### config.mk
export PLATFORM = sky130hd
export DESIGN_NAME = dynamic_range_compressor
export DESIGN_NICKNAME = d
export VERILOG_FILES = /design/src/rtl/drc_pkg.sv /design/src/rtl/dynamic_range_compressor.sv /design/src/rtl/drc_div.sv
export SDC_FILE = /design/constraint.sdc
export NUM_CORES = 2
export LEC_CHECK = 0
export ABC_AREA = 1
export BUFFER_PORTS_ARGS = -buffer_cell sky130_fd_sc_hd__buf_2
export CAP_MARGIN = 25
export CORE_ASPECT_RATIO = 1.25
export CORE_MARGIN = 2
export CORE_UTILIZATION = 46
export CTS_CLUSTER_SIZE = 25
export DETAILED_ROUTE_END_ITERATION = 16
export PLACE_DENSITY = 0.71
export SYNTH_ARGS = -nofsm -noshare
export SYNTH_HDL_FRONTEND = slang
export SYNTH_SLANG_ARGS = --single-unit
export TNS_END_PERCENT = 1
### constraint.sdc
create_clock -name clk -period 14.3 [get_ports clk]
set_input_delay 0.715 -clock clk [delete_from_list [all_inputs] [get_ports clk]]
set_output_delay 0.715 -clock clk [all_outputs]
set_load 0.02 [all_outputs]
### src/rtl/drc_pkg.sv
// Shared constants, types and the square-root table of the dynamic range compressor.
`default_nettype none

package drc_pkg;

	localparam int SAMPLE_BITS    = 24;
	localparam int GAIN_FRAC_BITS = 16;

	localparam int APB_ADDR_W = 5;
	localparam int APB_DATA_W = 32;

	localparam int MUL_W  = 32;
	localparam int PROD_W = 64;

	localparam int DIV_NUM_W = 36;
	localparam int DIV_DEN_W = 26;
	localparam int GR_W      = 16;

	localparam int LEVEL_W        = 17;
	localparam int LEVEL_FLOOR    = 40960;
	localparam int DB_TO_LOG2_Q16 = 394567;
	localparam int LOG2_PER_DB    = 10885;

	localparam int THR_MIN   = -15360;
	localparam int THR_MAX   = -1280;
	localparam int RATIO_MIN = 307;
	localparam int RATIO_MAX = 1536;
	localparam int KNEE_MAX  = 3072;
	localparam int MKUP_MIN  = -6144;
	localparam int MKUP_MAX  = 6144;

	localparam int ROOT_N = 16;
	localparam int ROOT_W = 32;

	typedef enum logic [2:0] {
		REG_ENABLE    = 3'd0,
		REG_THRESHOLD = 3'd1,
		REG_RATIO     = 3'd2,
		REG_KNEE      = 3'd3,
		REG_AUTO_MKUP = 3'd4,
		REG_MKUP      = 3'd5,
		REG_ATTACK    = 3'd6,
		REG_RELEASE   = 3'd7
	} reg_idx_t;

	typedef enum logic [4:0] {
		ST_IDLE,
		ST_NORM,
		ST_SQ_MUL,
		ST_SQ_UPD,
		ST_LV_MUL,
		ST_LV_UPD,
		ST_GC,
		ST_HD_DIV,
		ST_SF_C,
		ST_SF_WR,
		ST_SF_DIV,
		ST_DIV_WAIT,
		ST_EXP_MUL,
		ST_EXP_SPLIT,
		ST_EXP_STEP,
		ST_EXP_UPD,
		ST_EXP_SHIFT,
		ST_SM_MUL,
		ST_SM_UPD,
		ST_OUT_MUL,
		ST_OUT_RND,
		ST_FIN
	} state_t;

	function automatic logic [63:0] isqrt64(input logic [63:0] v_in);
		logic [63:0] v;
		logic [63:0] r;
		logic [63:0] b;
		v = v_in;
		r = '0;
		b = 64'h4000_0000_0000_0000;
		for (int j = 0; j < 32; j++) begin
			if (v >= r + b) begin
				v = v - (r + b);
				r = (r >> 1) + b;
			end else begin
				r = r >> 1;
			end
			b = b >> 2;
		end
		return r;
	endfunction

	// Entry k-1 holds 2^(2^-k) in Q30, each the floor square root of the one before.
	function automatic logic [ROOT_N*ROOT_W-1:0] build_roots();
		logic [63:0] cur;
		logic [ROOT_N*ROOT_W-1:0] tab;
		cur = 64'd1 << 31;
		tab = '0;
		for (int k = 0; k < ROOT_N; k++) begin
			cur = isqrt64(cur << 30);
			tab[k*ROOT_W +: ROOT_W] = cur[ROOT_W-1:0];
		end
		return tab;
	endfunction

	localparam logic [ROOT_N*ROOT_W-1:0] ROOT_TAB = build_roots();

endpackage

`default_nettype wire

### src/rtl/dynamic_range_compressor.sv
// Top level of the feed-forward soft-knee dynamic range compressor.
//
//  Channel   Direction  Handshake             Beat payload
//  in        sink       in_valid / in_stall   in_sample
//  out       source     out_valid / out_stall out_sample, applied_gain
//  apb       slave      psel, penable, pready paddr, pwdata, prdata
//
// A compressed sample runs through steps set by the data: normalising the magnitude, the log
// squarings, the gain divide in the divider and the exponent chain, with every product taken
// from one shared 32 by 32 multiplier.
// A disabled sample skips the datapath; the input stalls whenever the sequencer is busy.
// Reset returns the envelope to unity and the registers to their documented values.
// A finished beat waits in the output register while the next sample is worked on.
`default_nettype none

module dynamic_range_compressor #(
	parameter int SAMPLE_BITS    = drc_pkg::SAMPLE_BITS,
	parameter int GAIN_FRAC_BITS = drc_pkg::GAIN_FRAC_BITS
) (
	input  wire logic                            clk,
	input  wire logic                            arst_n,
	input  wire logic                            in_valid,
	output logic                                 in_stall,
	input  wire logic signed [SAMPLE_BITS-1:0]   in_sample,
	output logic                                 out_valid,
	input  wire logic                            out_stall,
	output logic signed [SAMPLE_BITS-1:0]        out_sample,
	output logic [GAIN_FRAC_BITS+3:0]            applied_gain,
	input  wire logic                            psel,
	input  wire logic                            penable,
	input  wire logic                            pwrite,
	input  wire logic [drc_pkg::APB_ADDR_W-1:0]  paddr,
	input  wire logic [drc_pkg::APB_DATA_W-1:0]  pwdata,
	output logic [drc_pkg::APB_DATA_W-1:0]       prdata,
	output logic                                 pready
);

	localparam int SB      = SAMPLE_BITS;
	localparam int GW      = GAIN_FRAC_BITS + 4;
	localparam int PW      = $clog2(SAMPLE_BITS);
	localparam int MW      = drc_pkg::MUL_W;
	localparam int PRW     = drc_pkg::PROD_W;
	localparam int NW      = drc_pkg::DIV_NUM_W;
	localparam int DW      = drc_pkg::DIV_DEN_W;
	localparam int LW      = drc_pkg::LEVEL_W;
	localparam int SH_BASE = 30 - GAIN_FRAC_BITS;

	localparam logic [GW-1:0]  UNITY = GW'(1) << GAIN_FRAC_BITS;
	localparam logic [GW-1:0]  MAXG  = {GW{1'b1}};
	localparam logic [PRW-1:0] SMAX  = (PRW'(1) << (SB - 1)) - PRW'(1);

	// Configuration registers.
	logic              en_q;
	logic signed [14:0] thr_q;
	logic [10:0]       ratio_q;
	logic [11:0]       knee_q;
	logic              auto_q;
	logic signed [13:0] mkup_q;
	logic [15:0]       att_q;
	logic [15:0]       rel_q;

	// Sequencer and datapath registers.
	drc_pkg::state_t   state_q, state_d;
	logic [SB-1:0]     mag_q;
	logic              neg_q;
	logic [SB-1:0]     norm_q;
	logic [PW-1:0]     p_q;
	logic [30:0]       x_q;
	logic [15:0]       lf_q;
	logic [3:0]        i_q;
	logic signed [LW-1:0] level_q;
	logic [NW-1:0]     num_q;
	logic [drc_pkg::GR_W-1:0] q_q;
	logic              dbneg_q;
	logic signed [4:0] n_q;
	logic [23:0]       ef_q;
	logic [30:0]       acc_q;
	logic [GW-1:0]     target_q;
	logic [GW-1:0]     env_q;
	logic [PRW-1:0]    prod_q;
	logic [SB-1:0]     res_sample_q;
	logic [GW-1:0]     res_gain_q;
	logic              out_valid_q;
	logic [SB-1:0]     out_sample_q;
	logic [GW-1:0]     out_gain_q;

	logic [MW-1:0] mul_a, mul_b;
	logic          div_start;
	logic [NW-1:0] div_num;
	logic [DW-1:0] div_den;
	logic          div_done;
	logic [NW-1:0] div_quot;

	logic in_fire, out_fire, cfg_wr;
	logic [SB-1:0] in_mag;

	assign in_fire  = in_valid && !in_stall;
	assign out_fire = out_valid_q && !out_stall;
	assign in_stall = (state_q != drc_pkg::ST_IDLE);
	assign in_mag   = in_sample[SB-1] ? SB'(~in_sample + 1'b1) : in_sample;
	assign cfg_wr   = psel && penable && pwrite && pready;
	assign pready   = 1'b1;

	// Register clamps and the gain computer's decision.
	logic signed [14:0] t_c;
	logic [10:0]        r_c, c_c;
	logic [11:0]        w_c;
	logic signed [14:0] mk_c;
	logic signed [16:0] mk_auto;
	logic signed [17:0] d_c;
	logic signed [18:0] twod, w_s;
	logic [12:0]        s_c;
	logic               hard, zero_gr;

	always_comb begin
		t_c = thr_q;
		if (thr_q < 15'(drc_pkg::THR_MIN)) t_c = 15'(drc_pkg::THR_MIN);
		if (thr_q > 15'(drc_pkg::THR_MAX)) t_c = 15'(drc_pkg::THR_MAX);
		r_c = ratio_q;
		if (ratio_q < 11'(drc_pkg::RATIO_MIN)) r_c = 11'(drc_pkg::RATIO_MIN);
		if (ratio_q > 11'(drc_pkg::RATIO_MAX)) r_c = 11'(drc_pkg::RATIO_MAX);
		w_c = (knee_q > 12'(drc_pkg::KNEE_MAX)) ? 12'(drc_pkg::KNEE_MAX) : knee_q;
		c_c = r_c - 11'd256;
		// Automatic makeup is a quarter of the threshold's depth, rounded.
		mk_auto = (17'sd2 - 17'(t_c)) >>> 2;
		if (auto_q) begin
			mk_c = 15'(mk_auto);
		end else begin
			mk_c = 15'(mkup_q);
			if (mkup_q < 14'(drc_pkg::MKUP_MIN)) mk_c = 15'(drc_pkg::MKUP_MIN);
			if (mkup_q > 14'(drc_pkg::MKUP_MAX)) mk_c = 15'(drc_pkg::MKUP_MAX);
		end
		d_c  = 18'(level_q) - 18'(t_c);
		twod = {d_c, 1'b0};
		w_s  = $signed({7'b0, w_c});
		s_c  = 13'(twod + w_s);
		hard = (w_c == 12'd0) || (twod >= w_s);
		// Below threshold on a hard knee, or below the knee's lower edge, no reduction.
		zero_gr = hard ? (d_c <= 18'sd0) : (twod <= -w_s);
	end

	// Decibel sum for the exponent, and its magnitude.
	logic signed [16:0] db_c;
	logic [15:0]        db_abs;
	assign db_c   = 17'(mk_c) - $signed({1'b0, q_q});
	assign db_abs = db_c[16] ? 16'(-db_c) : db_c[15:0];

	// Exponent split: floor of the log2 value and its fraction.
	logic signed [28:0] e_c;
	assign e_c = dbneg_q ? -$signed({1'b0, prod_q[27:0]}) : $signed({1'b0, prod_q[27:0]});

	// Log step, level and exponent helpers.
	logic [31:0] sq_y;
	logic [20:0] lv_n;
	logic [16:0] lv_mag;
	logic        ef_bit;
	logic [drc_pkg::ROOT_W-1:0] root_c;
	logic signed [7:0] sh;
	logic [32:0] rnd;
	logic [GW-1:0] tgt_c;

	assign sq_y   = prod_q[61:30];
	assign lv_n   = ((21'(SB - 1) - 21'(p_q)) << 16) - 21'(lf_q);
	assign lv_mag = 17'((prod_q + (PRW'(1) << 23)) >> 24);
	assign ef_bit = ef_q[5'd23 - 5'(i_q)];
	assign root_c = drc_pkg::ROOT_TAB[{i_q, 5'b0} +: drc_pkg::ROOT_W];
	assign sh     = 8'(SH_BASE) - 8'(n_q);

	always_comb begin
		if (sh >= 8'sd32) begin
			rnd = '0;
		end else if (sh <= 8'sd0) begin
			rnd = 33'(acc_q);
		end else begin
			rnd = (33'(acc_q) + (33'd1 << (sh - 8'sd1))) >> sh;
		end
		tgt_c = (rnd > 33'(MAXG)) ? MAXG : GW'(rnd);
	end

	// Envelope smoothing: attack while the target sits below the envelope.
	logic          below;
	logic [GW-1:0] diff_c, step_c;
	logic [16:0]   coef_c;
	assign below  = target_q < env_q;
	assign diff_c = below ? (env_q - target_q) : (target_q - env_q);
	assign coef_c = 17'h10000 - 17'(below ? att_q : rel_q);
	assign step_c = GW'((prod_q + PRW'(32768)) >> 16);

	// Output rounding and saturation.
	logic [PRW-1:0] pr_c;
	logic [SB-1:0]  ysat;
	assign pr_c = (prod_q + (PRW'(1) << (GAIN_FRAC_BITS - 1))) >> GAIN_FRAC_BITS;
	always_comb begin
		if (neg_q) begin
			ysat = (pr_c > SMAX + PRW'(1)) ? {1'b1, {(SB-1){1'b0}}} : SB'(-pr_c);
		end else begin
			ysat = (pr_c > SMAX) ? SMAX[SB-1:0] : pr_c[SB-1:0];
		end
	end

	// Next state.
	always_comb begin
		state_d = state_q;
		unique case (state_q)
			drc_pkg::ST_IDLE: begin
				if (in_fire) begin
					if (!en_q) state_d = drc_pkg::ST_FIN;
					else if (in_mag == '0) state_d = drc_pkg::ST_GC;
					else state_d = drc_pkg::ST_NORM;
				end
			end
			drc_pkg::ST_NORM:      if (norm_q[SB-1]) state_d = drc_pkg::ST_SQ_MUL;
			drc_pkg::ST_SQ_MUL:    state_d = drc_pkg::ST_SQ_UPD;
			drc_pkg::ST_SQ_UPD:    state_d = (i_q == 4'd15) ? drc_pkg::ST_LV_MUL : drc_pkg::ST_SQ_MUL;
			drc_pkg::ST_LV_MUL:    state_d = drc_pkg::ST_LV_UPD;
			drc_pkg::ST_LV_UPD:    state_d = drc_pkg::ST_GC;
			drc_pkg::ST_GC: begin
				if (zero_gr) state_d = drc_pkg::ST_EXP_MUL;
				else if (hard) state_d = drc_pkg::ST_HD_DIV;
				else state_d = drc_pkg::ST_SF_C;
			end
			drc_pkg::ST_HD_DIV:    state_d = drc_pkg::ST_DIV_WAIT;
			drc_pkg::ST_SF_C:      state_d = drc_pkg::ST_SF_WR;
			drc_pkg::ST_SF_WR:     state_d = drc_pkg::ST_SF_DIV;
			drc_pkg::ST_SF_DIV:    state_d = drc_pkg::ST_DIV_WAIT;
			drc_pkg::ST_DIV_WAIT:  if (div_done) state_d = drc_pkg::ST_EXP_MUL;
			drc_pkg::ST_EXP_MUL:   state_d = drc_pkg::ST_EXP_SPLIT;
			drc_pkg::ST_EXP_SPLIT: begin
				state_d = ($signed(e_c[28:24]) >= 5'sd4) ? drc_pkg::ST_SM_MUL
					: drc_pkg::ST_EXP_STEP;
			end
			drc_pkg::ST_EXP_STEP: begin
				if (ef_bit) state_d = drc_pkg::ST_EXP_UPD;
				else if (i_q == 4'd15) state_d = drc_pkg::ST_EXP_SHIFT;
			end
			drc_pkg::ST_EXP_UPD: begin
				state_d = (i_q == 4'd15) ? drc_pkg::ST_EXP_SHIFT : drc_pkg::ST_EXP_STEP;
			end
			drc_pkg::ST_EXP_SHIFT: state_d = drc_pkg::ST_SM_MUL;
			drc_pkg::ST_SM_MUL:    state_d = drc_pkg::ST_SM_UPD;
			drc_pkg::ST_SM_UPD:    state_d = drc_pkg::ST_OUT_MUL;
			drc_pkg::ST_OUT_MUL:   state_d = drc_pkg::ST_OUT_RND;
			drc_pkg::ST_OUT_RND:   state_d = drc_pkg::ST_FIN;
			drc_pkg::ST_FIN:       if (!out_valid_q || out_fire) state_d = drc_pkg::ST_IDLE;
			default:               state_d = drc_pkg::ST_IDLE;
		endcase
	end

	// Operands of the shared multiplier and divider control.
	always_comb begin
		mul_a     = '0;
		mul_b     = '0;
		div_start = 1'b0;
		div_num   = '0;
		div_den   = '0;
		unique case (state_q)
			drc_pkg::ST_SQ_MUL: begin
				mul_a = MW'(x_q);
				mul_b = MW'(x_q);
			end
			drc_pkg::ST_LV_MUL: begin
				mul_a = MW'(lv_n);
				mul_b = MW'(drc_pkg::DB_TO_LOG2_Q16);
			end
			drc_pkg::ST_GC: begin
				mul_a = hard ? MW'(d_c[16:0]) : MW'(s_c);
				mul_b = hard ? MW'(c_c) : MW'(s_c);
			end
			drc_pkg::ST_HD_DIV: begin
				div_start = 1'b1;
				div_num   = NW'(prod_q) + NW'(r_c >> 1);
				div_den   = DW'(r_c);
			end
			drc_pkg::ST_SF_C: begin
				mul_a = prod_q[MW-1:0];
				mul_b = MW'(c_c);
			end
			drc_pkg::ST_SF_WR: begin
				mul_a = MW'(w_c);
				mul_b = MW'(r_c);
			end
			drc_pkg::ST_SF_DIV: begin
				div_start = 1'b1;
				div_num   = num_q + NW'(prod_q << 2);
				div_den   = DW'(prod_q << 3);
			end
			drc_pkg::ST_EXP_MUL: begin
				mul_a = MW'(db_abs);
				mul_b = MW'(drc_pkg::LOG2_PER_DB);
			end
			drc_pkg::ST_EXP_STEP: begin
				mul_a = MW'(acc_q);
				mul_b = root_c;
			end
			drc_pkg::ST_SM_MUL: begin
				mul_a = MW'(diff_c);
				mul_b = MW'(coef_c);
			end
			drc_pkg::ST_OUT_MUL: begin
				mul_a = MW'(mag_q);
				mul_b = MW'(env_q);
			end
			default: begin
			end
		endcase
	end

	drc_div #(
		.NUM_W (NW),
		.DEN_W (DW)
	) u_div (
		.clk    (clk),
		.arst_n (arst_n),
		.start  (div_start),
		.num    (div_num),
		.den    (div_den),
		.done   (div_done),
		.quot   (div_quot)
	);

	// Control state and registers.
	always_ff @(posedge clk or negedge arst_n) begin
		if (!arst_n) begin
			state_q     <= drc_pkg::ST_IDLE;
			out_valid_q <= 1'b0;
			env_q       <= UNITY;
			en_q        <= 1'b0;
			thr_q       <= -15'sd5120;
			ratio_q     <= 11'd1024;
			knee_q      <= '0;
			auto_q      <= 1'b0;
			mkup_q      <= '0;
			att_q       <= '0;
			rel_q       <= '0;
		end else begin
			state_q <= state_d;
			if (state_q == drc_pkg::ST_FIN && (!out_valid_q || out_fire)) begin
				out_valid_q <= 1'b1;
			end else if (out_fire) begin
				out_valid_q <= 1'b0;
			end
			if (state_q == drc_pkg::ST_SM_UPD) begin
				env_q <= below ? env_q - step_c : env_q + step_c;
			end
			if (cfg_wr) begin
				unique case (drc_pkg::reg_idx_t'(paddr[4:2]))
					drc_pkg::REG_ENABLE:    en_q    <= pwdata[0];
					drc_pkg::REG_THRESHOLD: thr_q   <= pwdata[14:0];
					drc_pkg::REG_RATIO:     ratio_q <= pwdata[10:0];
					drc_pkg::REG_KNEE:      knee_q  <= pwdata[11:0];
					drc_pkg::REG_AUTO_MKUP: auto_q  <= pwdata[0];
					drc_pkg::REG_MKUP:      mkup_q  <= pwdata[13:0];
					drc_pkg::REG_ATTACK:    att_q   <= pwdata[15:0];
					drc_pkg::REG_RELEASE:   rel_q   <= pwdata[15:0];
					default: begin
					end
				endcase
			end
		end
	end

	// Datapath registers.
	always_ff @(posedge clk) begin
		prod_q <= PRW'(mul_a) * PRW'(mul_b);
		unique case (state_q)
			drc_pkg::ST_IDLE: begin
				mag_q        <= in_mag;
				neg_q        <= in_sample[SB-1];
				norm_q       <= in_mag;
				p_q          <= PW'(SB - 1);
				level_q      <= -LW'(drc_pkg::LEVEL_FLOOR);
				res_sample_q <= in_sample;
				res_gain_q   <= UNITY;
			end
			drc_pkg::ST_NORM: begin
				if (norm_q[SB-1]) begin
					x_q  <= 31'((PRW'(norm_q) << 30) >> (SB - 1));
					lf_q <= '0;
					i_q  <= '0;
				end else begin
					norm_q <= norm_q << 1;
					p_q    <= p_q - PW'(1);
				end
			end
			drc_pkg::ST_SQ_UPD: begin
				x_q  <= sq_y[31] ? sq_y[31:1] : sq_y[30:0];
				lf_q <= {lf_q[14:0], sq_y[31]};
				i_q  <= i_q + 4'd1;
			end
			drc_pkg::ST_LV_UPD: begin
				level_q <= (lv_mag > 17'(drc_pkg::LEVEL_FLOOR)) ?
					-LW'(drc_pkg::LEVEL_FLOOR) : -$signed(lv_mag);
			end
			drc_pkg::ST_GC: begin
				q_q <= '0;
			end
			drc_pkg::ST_SF_WR: begin
				num_q <= NW'(prod_q);
			end
			drc_pkg::ST_DIV_WAIT: begin
				if (div_done) q_q <= div_quot[drc_pkg::GR_W-1:0];
			end
			drc_pkg::ST_EXP_MUL: begin
				dbneg_q <= db_c[16];
			end
			drc_pkg::ST_EXP_SPLIT: begin
				n_q      <= e_c[28:24];
				ef_q     <= e_c[23:0];
				acc_q    <= 31'h4000_0000;
				i_q      <= '0;
				target_q <= MAXG;
			end
			drc_pkg::ST_EXP_STEP: begin
				if (!ef_bit) i_q <= i_q + 4'd1;
			end
			drc_pkg::ST_EXP_UPD: begin
				acc_q <= prod_q[60:30];
				i_q   <= i_q + 4'd1;
			end
			drc_pkg::ST_EXP_SHIFT: begin
				target_q <= tgt_c;
			end
			drc_pkg::ST_OUT_RND: begin
				res_sample_q <= ysat;
				res_gain_q   <= env_q;
			end
			drc_pkg::ST_FIN: begin
				if (!out_valid_q || out_fire) begin
					out_sample_q <= res_sample_q;
					out_gain_q   <= res_gain_q;
				end
			end
			default: begin
			end
		endcase
	end

	// Register read-back.
	always_comb begin
		prdata = '0;
		unique case (drc_pkg::reg_idx_t'(paddr[4:2]))
			drc_pkg::REG_ENABLE:    prdata = 32'(en_q);
			drc_pkg::REG_THRESHOLD: prdata = 32'(thr_q);
			drc_pkg::REG_RATIO:     prdata = 32'(ratio_q);
			drc_pkg::REG_KNEE:      prdata = 32'(knee_q);
			drc_pkg::REG_AUTO_MKUP: prdata = 32'(auto_q);
			drc_pkg::REG_MKUP:      prdata = 32'(mkup_q);
			drc_pkg::REG_ATTACK:    prdata = 32'(att_q);
			drc_pkg::REG_RELEASE:   prdata = 32'(rel_q);
			default:                prdata = '0;
		endcase
	end

	assign out_valid    = out_valid_q;
	assign out_sample   = out_sample_q;
	assign applied_gain = out_gain_q;

`ifndef ASSERT_OFF
	// The divider only finishes while the sequencer waits for it.
	a_div_done_wait: assert property (@(posedge clk) disable iff (!arst_n)
		div_done |-> state_q == drc_pkg::ST_DIV_WAIT)
		else $error("divider finished outside its wait state");

	// The log operand stays normalised to [1, 2) through the squarings.
	a_log_norm: assert property (@(posedge clk) disable iff (!arst_n)
		state_q == drc_pkg::ST_SQ_MUL |-> x_q[30])
		else $error("log operand lost its normalisation");

	// The envelope moves only in the smoothing update.
	a_env_update: assert property (@(posedge clk) disable iff (!arst_n)
		!$stable(env_q) |-> $past(state_q) == drc_pkg::ST_SM_UPD)
		else $error("envelope changed outside the smoothing update");
`endif

endmodule

`default_nettype wire

### src/rtl/drc_div.sv
// Restoring divider, one quotient bit per cycle.
`default_nettype none

module drc_div #(
	parameter int NUM_W = drc_pkg::DIV_NUM_W,
	parameter int DEN_W = drc_pkg::DIV_DEN_W
) (
	input  wire logic             clk,
	input  wire logic             arst_n,
	input  wire logic             start,
	input  wire logic [NUM_W-1:0] num,
	input  wire logic [DEN_W-1:0] den,
	output logic                  done,
	output logic [NUM_W-1:0]      quot
);

	localparam int CNT_W = $clog2(NUM_W + 1);

	logic             busy_q;
	logic             done_q;
	logic [CNT_W-1:0] cnt_q;
	logic [NUM_W-1:0] quot_q;
	logic [DEN_W-1:0] rem_q;
	logic [DEN_W-1:0] den_q;
	logic [DEN_W:0]   rem_sh;
	logic             ge;

	assign rem_sh = {rem_q, quot_q[NUM_W-1]};
	assign ge     = rem_sh >= {1'b0, den_q};

	always_ff @(posedge clk or negedge arst_n) begin
		if (!arst_n) begin
			busy_q <= 1'b0;
			done_q <= 1'b0;
			cnt_q  <= '0;
		end else begin
			done_q <= busy_q && (cnt_q == CNT_W'(1));
			if (start) begin
				busy_q <= 1'b1;
				cnt_q  <= CNT_W'(NUM_W);
			end else if (busy_q) begin
				cnt_q <= cnt_q - CNT_W'(1);
				if (cnt_q == CNT_W'(1)) begin
					busy_q <= 1'b0;
				end
			end
		end
	end

	always_ff @(posedge clk) begin
		if (start) begin
			quot_q <= num;
			rem_q  <= '0;
			den_q  <= den;
		end else if (busy_q) begin
			rem_q  <= ge ? DEN_W'(rem_sh - {1'b0, den_q}) : rem_sh[DEN_W-1:0];
			quot_q <= {quot_q[NUM_W-2:0], ge};
		end
	end

	assign done = done_q;
	assign quot = quot_q;

endmodule

`default_nettype wire
After elaboration in Yosys (flattened, before gate mapping)

Index checks and enable logic that the tools add are counted.

Input port bits: 68
Register bits after elaboration: 615
Word-level logic and storage cells: 247

Shifts and indexed selects: 3
$mul: 1
Order comparisons: 20
Eq/ne operators: 37
Reductions and logical operators: 42
Bitwise logic cells: 1
Multiplexer cells: 75
Add/subtract/negate cells: 30

Operators by type and width:

| kind                       | count |
|---|---|
| $pmux 32 s9                | 2 |
| $shiftx 512x10->32 const A | 1 |
| $pmux 32 s8                | 1 |
| $pmux 31 s2                | 2 |
| $mux 24                    | 5 |
| $pmux 5 s21                | 1 |
| $pmux 24 s2                | 2 |
| $pmux 20 s2                | 2 |
| $mux 15                    | 5 |
| $mux 36                    | 2 |
| $pmux 36 s2                | 1 |
| $mux 33                    | 2 |
| $add 64x16->64 const B     | 1 |
| $mul 32x32->64             | 1 |
| $mux 16                    | 4 |
| $pmux 16 s2                | 2 |
| $mux 31                    | 2 |
| $mux 20                    | 3 |
| $sub 20x20->20             | 3 |
| $pmux 26 s2                | 1 |
| $mux 5                     | 10 |
| $gt 48x23->1 const B       | 1 |
| $gt 48x24->1 const B       | 1 |
| $add 41x24->41 const B     | 1 |
| 87 further kinds           | 153 |

Logic depth before layout (Yosys ltp)

Depth after elaboration: 10
Gate-level depth with buffers: 70
Depth with buffers taken out: 68

Hierarchy

From an unflattened synthesis, not the netlist that was laid out.

Cell total of the unflattened synthesis: 10846
Area, all modules: 81067.8 µm²

By module, submodules not included:

| module                   | cells an instance | instances | area each (µm²) | seq. area each (µm²) |
|---|---|---|---|---|
| dynamic_range_compressor | 9997              | 1         | 74970.7         | 14151.1 |
| drc_div                  | 849               | 1         | 6097.1          | 2582.5 |

Worst setup path before layout

Ideal clock, no wire load.

Kind: register to register
From: register thr_q[12]
To: register prod_q[59]
Required time: 14.228 ns
Period minus slack after synthesis: 11.195 ns
Path buffers: 3
Arrival: 11.123 ns
Path slack: 3.105 ns
Stages on the path, launching flop included: 58
Cells stage by stage: dfrtp_1 o41ai_1 ha_1 buf_2 nor2_1 inv_1 nor2_1 inv_1 ha_1 a21oi_1 o21ai_0 or2_4 xnor2_1 inv_1 ha_1 a21oi_1 o21ai_0 a21o_1 [22 not listed] fa_1 inv_1 fa_1 inv_1 ha_1 nand2_1 nor2_1 nand2_1 nor4_1 nand2_1 nand3_1 a21boi_0 o21ai_0 a21boi_0 o21ai_0 nand3_1 nand2_1 xor2_1

Cells in the longest elaborated chain, start to end: 10
Elaborated cells on any way between the ends: 18
Those cells by class: 5 x add/sub; 1 x mul; 3 x order compare; 8 x mux; 1 x reduce/logical

Ends and longest elaborated chain:

| item                   | line                            | source |
|---|---|---|
| start, declared        | dynamic_range_compressor.sv:54  | `logic signed [14:0] thr_q;` |
| start signal, assigned | dynamic_range_compressor.sv:328 | `thr_q <= -15'sd5120;` |
| start signal, assigned | dynamic_range_compressor.sv:348 | `drc_pkg::REG_THRESHOLD: thr_q <= pwdata[14:0];` |
| $lt 15x15->1           | dynamic_range_compressor.sv:117 | `if (thr_q < 15'(drc_pkg::THR_MIN)) t_c = 15'(drc_pkg::THR_MIN);` |
| $mux 15                | dynamic_range_compressor.sv:117 |  |
| $mux 15 (*)            | dynamic_range_compressor.sv:118 | `if (thr_q > 15'(drc_pkg::THR_MAX)) t_c = 15'(drc_pkg::THR_MAX);` |
| $sub 3x15->16          | dynamic_range_compressor.sv:125 | `mk_auto = (17'sd2 - 17'(t_c)) >>> 2;` |
| $mux 15                | dynamic_range_compressor.sv:126 | `if (auto_q) begin` |
| $sub 15x17->17         | dynamic_range_compressor.sv:145 | `assign db_c = 17'(mk_c) - $signed({1'b0, q_q});` |
| $neg 16->16            | dynamic_range_compressor.sv:146 | `assign db_abs = db_c[16] ? 16'(-db_c) : db_c[15:0];` |
| $mux 16                | dynamic_range_compressor.sv:146 |  |
| $pmux 32 s9            | dynamic_range_compressor.sv:256 | `unique case (state_q)` |
| $mul 32x32->64 (*)     | dynamic_range_compressor.sv:364 | `prod_q <= PRW'(mul_a) * PRW'(mul_b);` |
| end signal, assigned   | dynamic_range_compressor.sv:364 |  |
| end, declared          | dynamic_range_compressor.sv:80  | `logic [PRW-1:0] prod_q;` |

Every way passes the cells marked *; elsewhere a longest branch is shown, timed or not.
A chain may end at the register's enable or synchronous reset.

Worst setup path after layout

From: register thr_q[12]
To: register prod_q[60]

The elaborated chain is that of the path after synthesis.

==> summary.txt <==
Finish
  • Layout Nets: roughly 12k
  • Final non-filler cell total: about 13k
  • Area Growth Syn to Fin: 6.853%
  • Storage element area: approximately 17,000 um2
  • Most common cell after layout, fill and taps aside: nand2_1
  • Layout cells sized above 1: under 10%
  • Filler instances: roughly 17k
  • Multi-input logic area: about 53,000 um2
  • Commonest cells after routing, fill and taps aside: 2,237 x nand2_1, 2,235 x inv_1, 877 x fa_1

Timing
  • Max-slew violation count: 0
  • Crit share post-route: 94.08%
  • RSZ-0062 raised after global routing: no
  • Final TNS setup: 0 ns
  • Worst slew pin tran: 1.184 ns
  • Final hold violations: 0
  • Final setup viols: 0
  • Clock skew: 0.03164 ns
  • Relative slew slack: 21.08%
  • Fmax: roughly 0.074 GHz
  • Final worst path period need: between 10 and 15 ns

Route
  • Drt pass-1 iters: 6
  • Via count: between 70k and 80k
  • Total wire length: between 200,000 and 300,000 um
  • DR vias/cell: 5.645
  • Post-route ant nets: 0
  • DRT iter0 DRCs: ~7.4k
  • Residual DRC: 0
  • Post-DR wirelength/cell: between 20 and 25 um

Global routing
  • First-pass GRT wire length: 444,700 um
  • Largest net degree at the start of global routing: 59
  • Vias in the first global route: around 72k
  • GR Overflow Total: 0
  • Total GRT Usage: 33.49%
  • Initial antenna violation count: 14

Power and ir drop
  • Cell area power density: between 150 and 200 nW/um2
  • VDD IR max: ~0.00013 V
  • Leakage: approximately 0.044 uW
  • Tot Pwr: ~17,000 uW

Clock tree
  • CTS clk-pin slew, worst paths: roughly 0.060 ns
  • Worst skew pair latency: ~0.69 ns
  • TritonCTS Sinks: about 610
  • CTS buffer count: between 60 and 70
  • Maximum clock path buffer count: 3
  • CTS tree: yes
  • H-Tree Depth: 3
  • CTS root buf: clkbuf_16

Critical path
  • WP data arrival: between 10 and 15 ns
  • Critical-path top delay cell: a21oi_1
  • Most common cell on crit path: fa_1
  • WP data required: ~15 ns
  • Critical path class: reg -> reg
  • Critical Path Start Type: flip-flop
  • Largest stage delay on the critical path: 0.62 ns
  • Crit-path max FO: 28
  • Type of destination of the critical path: flip-flop

Outcome
  • Status: finished, final reports clean

Floorplan
  • Die X: between 300 and 400 um
  • Core area: 173,300 um2
  • I/O pin count: 147
  • Die height: between 400 and 500 um
  • DIE AREA: 177,300 um2
  • Initial core utilization: 46.16%
  • Cell Rows: roughly 170

Logic synthesis
  • Number of enable flip-flop cells after synthesis: 397
  • Xor and xnor area share after synthesis: 3.069%
  • Synth Area in Simple Gates: 21.81%
  • Yosys warns: 0
  • Async set-reset flop share out of synthesis: between 10% and 20%
  • Adder-cell share of the synthesized area: between 30% and 40%
  • Netlist Area Pre-Place: about 80,000 um2
  • Post-synthesis register bit count: ~600
  • Cell variety after synth: 83
  • Syn avg cell area: between 7 and 8 um2
  • Compound-Gate Fraction of Synth Area: between 10% and 20%
  • Mux contribution to synthesized area: 0.06412%
  • Post-synthesis sequential area ratio: a little over a fifth
  • Post-Syn Instances: 10.50k
  • Main combinational cell family by area after synthesis: adder cells
  • Top FF cell, synth: edfxtp_1

Run
  • Max-Cap Viols: 0

Hold path
  • Worst hold path type: in -> async

Placed design
  • Final GP Congestion: around 1.0
  • Port bufs: between 100 and 150
  • Detail Placement HPWL: around 250,000 um
  • Placed insts: 12.68k
power by group:
part / internal, uW / switching (uW)
Combinational: 3590 / 8110
Clock: 1110 / 806
Sequential: 2550 / 462
state kept, by name, indices dropped and copies added (netlist names), 24 cells and up:
name          cells
x_q              31
out_sample       24
u_div.den_q      26
u_div.rem_q      26
mag_q            24
acc_q            31
prod_q           64
u_div.quot       36
num_q            36
res_sample_q     24
norm_q           24
repair_timing:
action | 4_1_cts | 5_1_grt
endpoints found under the setup margin | 0 | 14
buffers inserted | 0 | 6
hold buffers | 0 | 0
hold endpoints to repair | 0 | 0
gates resized for setup | 0 | 4
stage by stage:
step / worst slack [ns] / cell area, um2 / hold slack [ns] / util (%)
after floorplan: 3.105 / 80080 / 0.4003 / -
after global placement: 0.7242 / 82860 / 0.4017 / 47.81
after detailed placement: 0.6993 / 82980 / 0.4045 / 47.88
after CTS: 0.6689 / 85380 / 0.04792 / 49.27
after global routing: 0.02338 / 85470 / 0.08907 / 49.32
final: 0.8467 / 85480 / 0.05252 / 49.33
area by class of cell:
type	instances	area share, %
Sequential cell	607	19.57
Inverter	2294	10.08
Clock inverter	44	0.6235
Clock buffer	82	2.187
Tap cell	2249	3.292
Antenna cell	4	0.01171
Timing Repair Buffer	292	2.304
Multi-Input combinational cell	7249	61.93
metal layers:
| metal | GRT usage, % | routed length, um | vias to the layer above |
|---|---|---|---|
| met5 | 0 | 81 | - |
| met4 | 22.90 | 24770 | 14 |
| met3 | 5.620 | 23530 | 987 |
| met2 | 55.30 | 140400 | 3413 |
| met1 | 39.81 | 110800 | 35080 |
| li1 | - | - | 32890 |
path summary, 6_finish.rpt:
check	startpoint	end	slack, ns	cells past startpoint
max	thr_q[12]	prod_q[60]	0.85	54
min	arst_n	rel_q[15]	0.05	1
max reg2reg	thr_q[12]	prod_q[60]	0.85	54
min reg2reg	res_gain_q[11]	applied_gain[11]	0.41	0
max in group asynchronous	arst_n	mkup_q[1]	13.20	2
min in group clk	pwdata[15]	att_q[15]	0.26	3
logic make-up (layout without fill, tap and decap cells):
kind of cell,count (synthesis),after routing
xor gates and xnor gates,276,276
DFF,607,607
and+or+nand+nor,4097,4097
buffers and inverters,2663,2712
adders and majority gates,1430,1430
AOI/OAI and AO/OA,1419,1419
other,2,26
muxes,5,5
critical path: cells and delay by family, from the launching register on:
family	cells	cell delay (ns)
compound gates	14	3.20
xor+xnor	2	0.50
fa+ha+maj	12	5.63
buf+inv	10	1.10
flops	1	0.45
simple gates	16	2.47
synthesized netlist by cell type, drive strengths merged, types with 5 or more instances:
library cell	number	area share [%]
a2111oi	11	0.12
clkbuf	185	0.87
dfstp	6	0.20
edfxtp	397	15
nor2	912	4.5
dfxtp	90	2.3
nand3	544	3.6
inv	2271	11
a21oi	495	3.1
o22ai	48	0.38
a21boi	14	0.14
o221ai	50	0.55
xor2	206	2.3
o211ai	49	0.47
fa	877	22
nor4	34	0.30
a22oi	18	0.17
nand4	109	0.88
a21o	22	0.21
a31oi	76	0.59
a22o	15	0.16
a221oi	21	0.25
nand3b	13	0.12
o2111ai	17	0.19
a211oi	8	0.075
and2	26	0.20
xnor2	70	0.77
nand2	2285	11
nor3	129	0.90
o21ai	499	3.2
or2	38	0.30
dfrtp	114	3.6
o31ai	11	0.10
o21a	29	0.27
clkinv	23	0.11
buf	184	1.5
ha	553	8.6
o21bai	16	0.16
nor3b	5	0.061
Power figures use the tool's default switching activity.
